**src/adfp_pkg.sv**
```systemverilog
// Shared types, constants and the power-of-ten table of the ASCII decimal converter.
`timescale 1ns / 1ps
package adfp_pkg;

	// Default and largest number of fraction digits.
	localparam int FRAC_DIGITS_DEF = 8;
	localparam int FRAC_DIGITS_MAX = 18;

	// Default depth of the queue between the front and the back.
	localparam int QUEUE_DEPTH_DEF = 4;

	// Width of an exponent that selects an entry of the power table.
	localparam int EXP_W = $clog2(FRAC_DIGITS_MAX + 1);

	// Width of one table entry: ten to the eighteenth fits in 60 bits.
	localparam int POW_W = 60;

	// Powers of ten from ten to the zero up to ten to the eighteenth.
	localparam logic [POW_W-1:0] POW10 [0:FRAC_DIGITS_MAX] = '{
		60'd1,
		60'd10,
		60'd100,
		60'd1000,
		60'd10000,
		60'd100000,
		60'd1000000,
		60'd10000000,
		60'd100000000,
		60'd1000000000,
		60'd10000000000,
		60'd100000000000,
		60'd1000000000000,
		60'd10000000000000,
		60'd100000000000000,
		60'd1000000000000000,
		60'd10000000000000000,
		60'd100000000000000000,
		60'd1000000000000000000
	};

	// One step for the accumulator: optionally scale it by ten, then add the term.
	// The term is already scaled to the fixed-point weight of its digit and signed.
	typedef struct packed {
		logic        last;
		logic        mul_ten;
		logic [63:0] term;
	} adfp_op_t;

endpackage

```
**src/ascii_decimal_to_fixed_point.sv**
```systemverilog
// Top level of the ASCII decimal string to signed fixed-point converter.
`timescale 1ns / 1ps
//
// Usage:
//   The request channel (req_valid, req_stall) carries one character a
//   transaction: char_code, char_valid and is_last. An item with is_last set,
//   or with char_valid clear, ends the string. The response channel
//   (rsp_valid, rsp_stall) carries one fixed_value per string: the number
//   times ten to the FRAC_DIGITS, two's complement, wrapping modulo 2^64.
//   The last transaction of a string passes through the queue; its final
//   step loads the result register and sets rsp_valid. Throughput: one
//   character per cycle while the queue is not full. The front end forms
//   each digit's weighted term with one constant-table multiply, and the
//   back end folds it into the accumulator with one shift-add per cycle.
//   When the receiver stalls a result, the result register holds, a final
//   step waits and the QUEUE_DEPTH-step queue fills; req_stall rises when full.
//   Reset clears the parse state, the accumulator, the queue and rsp_valid.
//
module ascii_decimal_to_fixed_point #(
	parameter int FRAC_DIGITS = adfp_pkg::FRAC_DIGITS_DEF,
	parameter int QUEUE_DEPTH = adfp_pkg::QUEUE_DEPTH_DEF
) (
	input  logic        clk,
	input  logic        arst_n,
	input  logic        req_valid,
	output logic        req_stall,
	input  logic [7:0]  char_code,
	input  logic        char_valid,
	input  logic        is_last,
	output logic        rsp_valid,
	input  logic        rsp_stall,
	output logic [63:0] fixed_value
);
	import adfp_pkg::*;

	adfp_op_t push_op;
	adfp_op_t head_op;
	logic     push;
	logic     pop;
	logic     empty;
	logic     full;

	assign req_stall = full;

	// Character classification and term building.
	adfp_front #(
		.FRAC_DIGITS(FRAC_DIGITS)
	) u_front (
		.clk       (clk),
		.arst_n    (arst_n),
		.req_valid (req_valid),
		.req_stall (req_stall),
		.char_code (char_code),
		.char_valid(char_valid),
		.is_last   (is_last),
		.push      (push),
		.push_op   (push_op)
	);

	// Decoupling queue.
	adfp_queue #(
		.DEPTH(QUEUE_DEPTH)
	) u_queue (
		.clk    (clk),
		.arst_n (arst_n),
		.push   (push),
		.push_op(push_op),
		.pop    (pop),
		.head_op(head_op),
		.empty  (empty),
		.full   (full)
	);

	// Accumulation and result register.
	adfp_back u_back (
		.clk        (clk),
		.arst_n     (arst_n),
		.head_op    (head_op),
		.empty      (empty),
		.pop        (pop),
		.rsp_valid  (rsp_valid),
		.rsp_stall  (rsp_stall),
		.fixed_value(fixed_value)
	);

endmodule

```
**src/adfp_front.sv**
```systemverilog
// Front end: accepts characters, tracks the parse phase and builds weighted digit terms.
`timescale 1ns / 1ps
module adfp_front #(
	parameter int FRAC_DIGITS = adfp_pkg::FRAC_DIGITS_DEF
) (
	input  logic               clk,
	input  logic               arst_n,
	input  logic               req_valid,
	input  logic               req_stall,
	input  logic [7:0]         char_code,
	input  logic               char_valid,
	input  logic               is_last,
	output logic               push,
	output adfp_pkg::adfp_op_t push_op
);
	import adfp_pkg::*;

	localparam int CNT_W = $clog2(FRAC_DIGITS + 1);

	localparam logic [7:0] CH_ZERO  = 8'd48;
	localparam logic [7:0] CH_MINUS = 8'd45;
	localparam logic [7:0] CH_POINT = 8'd46;

	typedef enum logic [2:0] {
		PH_START = 3'b001,
		PH_INT   = 3'b010,
		PH_FRAC  = 3'b100
	} phase_t;

	phase_t             phase_q, phase_n;
	logic               neg_q, neg_n;
	logic [CNT_W-1:0]   cnt_q, cnt_n;
	logic               is_digit;
	logic               is_int;
	logic               end_str;
	logic               accept;
	logic [EXP_W-1:0]   exp_sel;
	logic signed [9:0]  digit;
	logic signed [9:0]  digit_sgn;
	logic signed [70:0] prod;

	assign accept = req_valid && !req_stall;

	// Classify the character against the current phase.
	always_comb begin
		phase_n  = phase_q;
		neg_n    = neg_q;
		cnt_n    = cnt_q;
		is_digit = 1'b0;
		is_int   = 1'b0;
		if (char_valid) begin
			unique case (phase_q)
				PH_START: begin
					phase_n = PH_INT;
					if (char_code == CH_MINUS) begin
						neg_n = 1'b1;
					end else if (char_code == CH_POINT) begin
						phase_n = PH_FRAC;
					end else begin
						is_digit = 1'b1;
						is_int   = 1'b1;
					end
				end
				PH_INT: begin
					if (char_code == CH_POINT) begin
						phase_n = PH_FRAC;
					end else begin
						is_digit = 1'b1;
						is_int   = 1'b1;
					end
				end
				PH_FRAC: begin
					if (cnt_q < CNT_W'(FRAC_DIGITS)) begin
						is_digit = 1'b1;
						cnt_n    = cnt_q + CNT_W'(1);
					end
				end
				default: begin
					phase_n = PH_START;
				end
			endcase
		end
		end_str = !char_valid || is_last;
	end

	// Weight of the digit: ten to the FRAC_DIGITS for the integer part,
	// falling by one decade for each fraction digit.
	assign exp_sel = is_int ? EXP_W'(FRAC_DIGITS)
		: EXP_W'(FRAC_DIGITS - 1) - EXP_W'(cnt_q);

	// Digit value wraps below the code for zero; a negative number builds up negated.
	assign digit     = $signed({2'b00, char_code}) - $signed({2'b00, CH_ZERO});
	assign digit_sgn = neg_q ? -digit : digit;
	assign prod      = digit_sgn * $signed({1'b0, POW10[exp_sel]});

	assign push            = accept && (is_digit || end_str);
	assign push_op.last    = end_str;
	assign push_op.mul_ten = is_int;
	assign push_op.term    = is_digit ? prod[63:0] : 64'd0;

	// Parse state returns to the start of a string after its last transaction.
	always_ff @(posedge clk or negedge arst_n) begin
		if (!arst_n) begin
			phase_q <= PH_START;
			neg_q   <= 1'b0;
			cnt_q   <= '0;
		end else if (accept) begin
			if (end_str) begin
				phase_q <= PH_START;
				neg_q   <= 1'b0;
				cnt_q   <= '0;
			end else begin
				phase_q <= phase_n;
				neg_q   <= neg_n;
				cnt_q   <= cnt_n;
			end
		end
	end

`ifndef SYNTHESIS
	// A finished string leaves the parser fresh.
	a_end_clears: assert property (@(posedge clk) disable iff (!arst_n)
		push && push_op.last |=> phase_q == PH_START && cnt_q == '0 && !neg_q)
		else $error("parser state not cleared after end of string");

	// Fraction digits are only counted in the fraction phase.
	a_cnt_phase: assert property (@(posedge clk) disable iff (!arst_n)
		phase_q != PH_FRAC |-> cnt_q == '0)
		else $error("fraction count set outside fraction phase");
`endif

endmodule

```
**src/adfp_queue.sv**
```systemverilog
// Short queue of accumulator steps between the front end and the back end.
`timescale 1ns / 1ps
module adfp_queue #(
	parameter int DEPTH = adfp_pkg::QUEUE_DEPTH_DEF
) (
	input  logic               clk,
	input  logic               arst_n,
	input  logic               push,
	input  adfp_pkg::adfp_op_t push_op,
	input  logic               pop,
	output adfp_pkg::adfp_op_t head_op,
	output logic               empty,
	output logic               full
);
	import adfp_pkg::*;

	localparam int PTR_W = (DEPTH > 1) ? $clog2(DEPTH) : 1;
	localparam int CNT_W = $clog2(DEPTH + 1);

	adfp_op_t         slot_q [DEPTH];
	logic [PTR_W-1:0] wr_ptr_q;
	logic [PTR_W-1:0] rd_ptr_q;
	logic [CNT_W-1:0] count_q;

	assign empty   = (count_q == '0);
	assign full    = (count_q == CNT_W'(DEPTH));
	assign head_op = slot_q[rd_ptr_q];

	// Storage slots carry payload only.
	always_ff @(posedge clk) begin
		if (push) begin
			slot_q[wr_ptr_q] <= push_op;
		end
	end

	// Pointers wrap at the queue depth.
	always_ff @(posedge clk or negedge arst_n) begin
		if (!arst_n) begin
			wr_ptr_q <= '0;
			rd_ptr_q <= '0;
			count_q  <= '0;
		end else begin
			if (push) begin
				wr_ptr_q <= (wr_ptr_q == PTR_W'(DEPTH - 1)) ? '0 : wr_ptr_q + PTR_W'(1);
			end
			if (pop) begin
				rd_ptr_q <= (rd_ptr_q == PTR_W'(DEPTH - 1)) ? '0 : rd_ptr_q + PTR_W'(1);
			end
			if (push && !pop) begin
				count_q <= count_q + CNT_W'(1);
			end else if (pop && !push) begin
				count_q <= count_q - CNT_W'(1);
			end
		end
	end

`ifndef SYNTHESIS
	// The back end never takes a step from an empty queue.
	a_no_underflow: assert property (@(posedge clk) disable iff (!arst_n)
		empty |-> !pop)
		else $error("pop from empty queue");
`endif

endmodule

```
**src/adfp_back.sv**
```systemverilog
// Back end: applies queued steps to the accumulator and holds the finished result.
`timescale 1ns / 1ps
module adfp_back (
	input  logic               clk,
	input  logic               arst_n,
	input  adfp_pkg::adfp_op_t head_op,
	input  logic               empty,
	output logic               pop,
	output logic               rsp_valid,
	input  logic               rsp_stall,
	output logic [63:0]        fixed_value
);
	import adfp_pkg::*;

	logic [63:0] acc_q;
	logic [63:0] scaled;
	logic [63:0] sum;
	logic        out_valid_q;
	logic [63:0] out_value_q;

	// A final step waits only while the output register is full and stalled.
	assign pop = !empty && (!head_op.last || !out_valid_q || !rsp_stall);

	// Times ten as eight plus two, then add the weighted digit.
	assign scaled = head_op.mul_ten ? ((acc_q << 3) + (acc_q << 1)) : acc_q;
	assign sum    = scaled + head_op.term;

	always_ff @(posedge clk or negedge arst_n) begin
		if (!arst_n) begin
			acc_q       <= '0;
			out_valid_q <= 1'b0;
		end else begin
			if (pop) begin
				acc_q <= head_op.last ? 64'd0 : sum;
			end
			if (pop && head_op.last) begin
				out_valid_q <= 1'b1;
			end else if (!rsp_stall) begin
				out_valid_q <= 1'b0;
			end
		end
	end

	// Result register needs no reset.
	always_ff @(posedge clk) begin
		if (pop && head_op.last) begin
			out_value_q <= sum;
		end
	end

	assign rsp_valid   = out_valid_q;
	assign fixed_value = out_value_q;

`ifndef SYNTHESIS
	// Every final step shows up as a result in the next cycle.
	a_last_shows: assert property (@(posedge clk) disable iff (!arst_n)
		pop && head_op.last |=> rsp_valid && acc_q == 64'd0)
		else $error("final step did not produce a result");
`endif

endmodule

```
**config.mk**
```make
export PLATFORM = sky130hd
export DESIGN_NAME = ascii_decimal_to_fixed_point
export DESIGN_NICKNAME = d
export VERILOG_FILES = /design/src/adfp_pkg.sv /design/src/ascii_decimal_to_fixed_point.sv /design/src/adfp_front.sv /design/src/adfp_queue.sv /design/src/adfp_back.sv
export SDC_FILE = /design/constraint.sdc
export NUM_CORES = 2
export LEC_CHECK = 0
export ABC_AREA = 1
export BUFFER_PORTS_ARGS = -buffer_cell sky130_fd_sc_hd__buf_2
export CAP_MARGIN = 20
export CORE_MARGIN = 8
export CORE_UTILIZATION = 65
export DETAILED_ROUTE_END_ITERATION = 7
export PLACE_DENSITY = 0.78
export SYNTH_ARGS = -nofsm -noshare
export SYNTH_HDL_FRONTEND = slang
export SYNTH_HIERARCHICAL = 1
export SYNTH_SLANG_ARGS = --single-unit
```
**constraint.sdc**
```tcl
create_clock -name clk -period 9.3 [get_ports clk]
set_clock_uncertainty 0.15 [all_clocks]
set_input_delay 1.86 -clock clk [delete_from_list [all_inputs] [get_ports clk]]
set_output_delay 1.86 -clock clk [all_outputs]
set_load 0.005 [all_outputs]
```
==> reports/qor.txt <==
status - finished clean
CTS sink count - 408
CP delay by family, top - adder cells
Inserted Clock Buffers - 44
initial detailed-routing violation count - 3485
antenna-violating nets left - 0
Worst Path Required - 9500 ps
dpl ws - -111 ps
worst relative slew slack - 25.5%
Top FF cell, synth - edfxtp_1
GRT Util Overall - 34.7%
Worst Path Max Fanout - 16
fin util - 71.5%
fin crit period - 8940 ps
Longest Clk Path Bufs - 3
Distinct cells, synth - 68
Setup Buffers After CTS - 0
Ys Warns - 6
Startpoint Class - input pin
grt ovf - 0
CP Data Arrival Time - 9140 ps
routed length per instance - 20.0 um
CTS tree - yes
root buf cell - clkbuf_16
worst setup margin - 359 ps
Multi-input gate area - 27300 sq um
nets - 6403
crit path buf inv count - 13
Starting Density - 65.5%
I/O pin count - 80
Post-Syn Area per Cell - 8.07 sq um
first-pass GRT wire length - 204000 um
Hold WC Path Type - register to register
die area - 76200 sq um
period utilisation layout - 96.1%
total wire length - 131000 um
fin area - 48000 sq um
synthesized area - 43900 sq um
sequential cell area - 11900 sq um
num rows - 95
CP max stage cell - fa_1
final setup vio count - 0
crit-path max cell delay - 510 ps
Slew Viols, Final - 0
Max Fclk - 0.112 GHz
hold buffer count at CTS - 0
Port Buffers - 79
placed inst area - 46500 sq um
critical path capture point type - register
Post-Synthesis Cells - 5444
Post-synth ARST share - 19.6%
TritonRoute pass-1 iters - 8
Vias per Instance - 5.74
overall die height - 276 um
commonest non-fill, non-tap cell in the layout - nand2_1
drt drc - 0
via count - 37700
Seq cells post-synth - 408
final hold violation count - 0
register area share after synthesis - 27.0%
initial antenna violation count - 2
largest net degree at the start of global routing - 154
worst-margin pin slew - 1120 ps
DP HPWL - 106000 um
area of the core - 67000 sq um
most frequent cells in the layout - nand2_1 (1109), inv_1 (1103), nor2_1 (595)
clock-pin slew on the worst setup and hold paths - 60 ps
critical path class - input pin to register
FILL cells - 5401
vias in the first global route - 37900
H-tree levels - 2
number of synthesized flops with an enable pin - 328
unrepaired setup endpoints after global routing - false
CP dominant cell by count - inv_1
Die W - 276 um
Layout area overhead - 9.15%
routability cong. - 1.07
layout cells sized above 1 - 9.30%
MaxCap Viol Count - 0
clk_lat worst skew - 600 ps
worst paths after layout:
kind,slack (ps),endpoint,depth (start not counted),from
setup / recovery,360,u_queue/slot_q[1][57]$_DFFE_PP_,38,char_code[0]
hold / removal,350,u_queue/count_q[2]$_DFFE_PN0P_,2,u_queue/count_q[2]$_DFFE_PN0P_
setup reg to reg,1360,u_queue/slot_q[1][57]$_DFFE_PP_,34,u_front/phase_q[0]$_DFFE_PN1P_
hold reg to reg,350,u_queue/count_q[2]$_DFFE_PN0P_,2,u_queue/count_q[2]$_DFFE_PN0P_
max in group asynchronous,6830,u_back/acc_q[43]$_DFFE_PN0P_,2,arst_n
min in group asynchronous,1060,u_back/acc_q[4]$_DFFE_PN0P_,1,arst_n
layer usage:
layer | GRT usage (%) | wire length (um)
met1 | 43.1 | 51400
met2 | 59.2 | 62400
met3 | 5.22 | 9800
met4 | 16.6 | 7490
met5 | 0 | 0
metrics by stage:
step	setup TNS, ps	instances	hold WS (ps)
CTS	0	6569	354
global placement	0	6489	326
detailed placement	-939	6489	340
floorplan	0	5460	313
finish	0	6570	352
global route	0	6569	395
logic make-up (layout without fill, tap and decap cells):
| group | Yosys count | after routing | synth area share, % |
|---|---|---|---|
| fa+ha+maj | 727 | 727 | 27.9 |
| xor+xnor | 111 | 111 | 2.25 |
| other cells | 2 | 19 | 0.0171 |
| flops | 408 | 408 | 27.0 |
| simple gates | 2052 | 2052 | 19.6 |
| buf+inv | 1268 | 1504 | 11.2 |
| compound gates | 876 | 876 | 12.1 |
tightest hold or removal path: stages (launching register included):
cell and delay, ps:
dfrtp_1 370, nand2_1 60, nand2_1 50
cell type report:
cell class | count | share of cell area (%)
diodes | 1 | 0.00522
clock buffers | 50 | 2.34
clock inverters | 30 | 0.634
inverters | 1145 | 8.99
multi-input cells | 3784 | 56.9
flip-flops and latches | 408 | 24.7
well taps | 873 | 2.28
repair buffers | 279 | 4.09
cell usage after synthesis, types with 15 or more instances:
library cell	count	share of area (%)
clkbuf_1	65	0.56
inv_2	31	0.26
buf_2	35	0.40
xnor2_1	43	0.86
xor2_1	66	1.3
a22o_1	23	0.46
a31oi_1	39	0.56
nand2_1	1110	9.5
o21a_1	15	0.26
o21bai_1	36	0.62
nand2_2	17	0.24
nor2_4	15	0.38
a21o_1	26	0.44
a21oi_1	295	3.4
ha_1	307	8.7
fa_1	420	19
inv_1	1108	9.5
dfrtp_1	79	4.5
nor2_1	599	5.1
o21ai_1	32	0.36
nand3_1	136	1.5
o21ai_0	213	2.4
o211ai_1	139	2.4
nor3_1	35	0.40
nor2_2	17	0.24
edfxtp_1	328	22
or2_2	20	0.28
nand4_1	20	0.28
state kept, by name (all words and copies together), names as in the netlist:
signal and flops:
u_back/acc_q 64, u_front/phase_q 3, u_queue/slot_q 264, u_front/cnt_q 4
u_back/rsp_valid 1, u_queue/count_q 3, u_queue/wr_ptr_q 2, u_front/neg_q 1
u_back/fixed_value 64, u_queue/rd_ptr_q 2
repair_timing:
| item | CTS | global route |
|---|---|---|
| setup endpoints to repair | 0 | 43 |
| resized for setup | 0 | 6 |
| hold endpoints to repair | 0 | 0 |
Power is not shown: default switching activity piles up to over one toggle a cycle in this logic, so the estimate is an artifact.
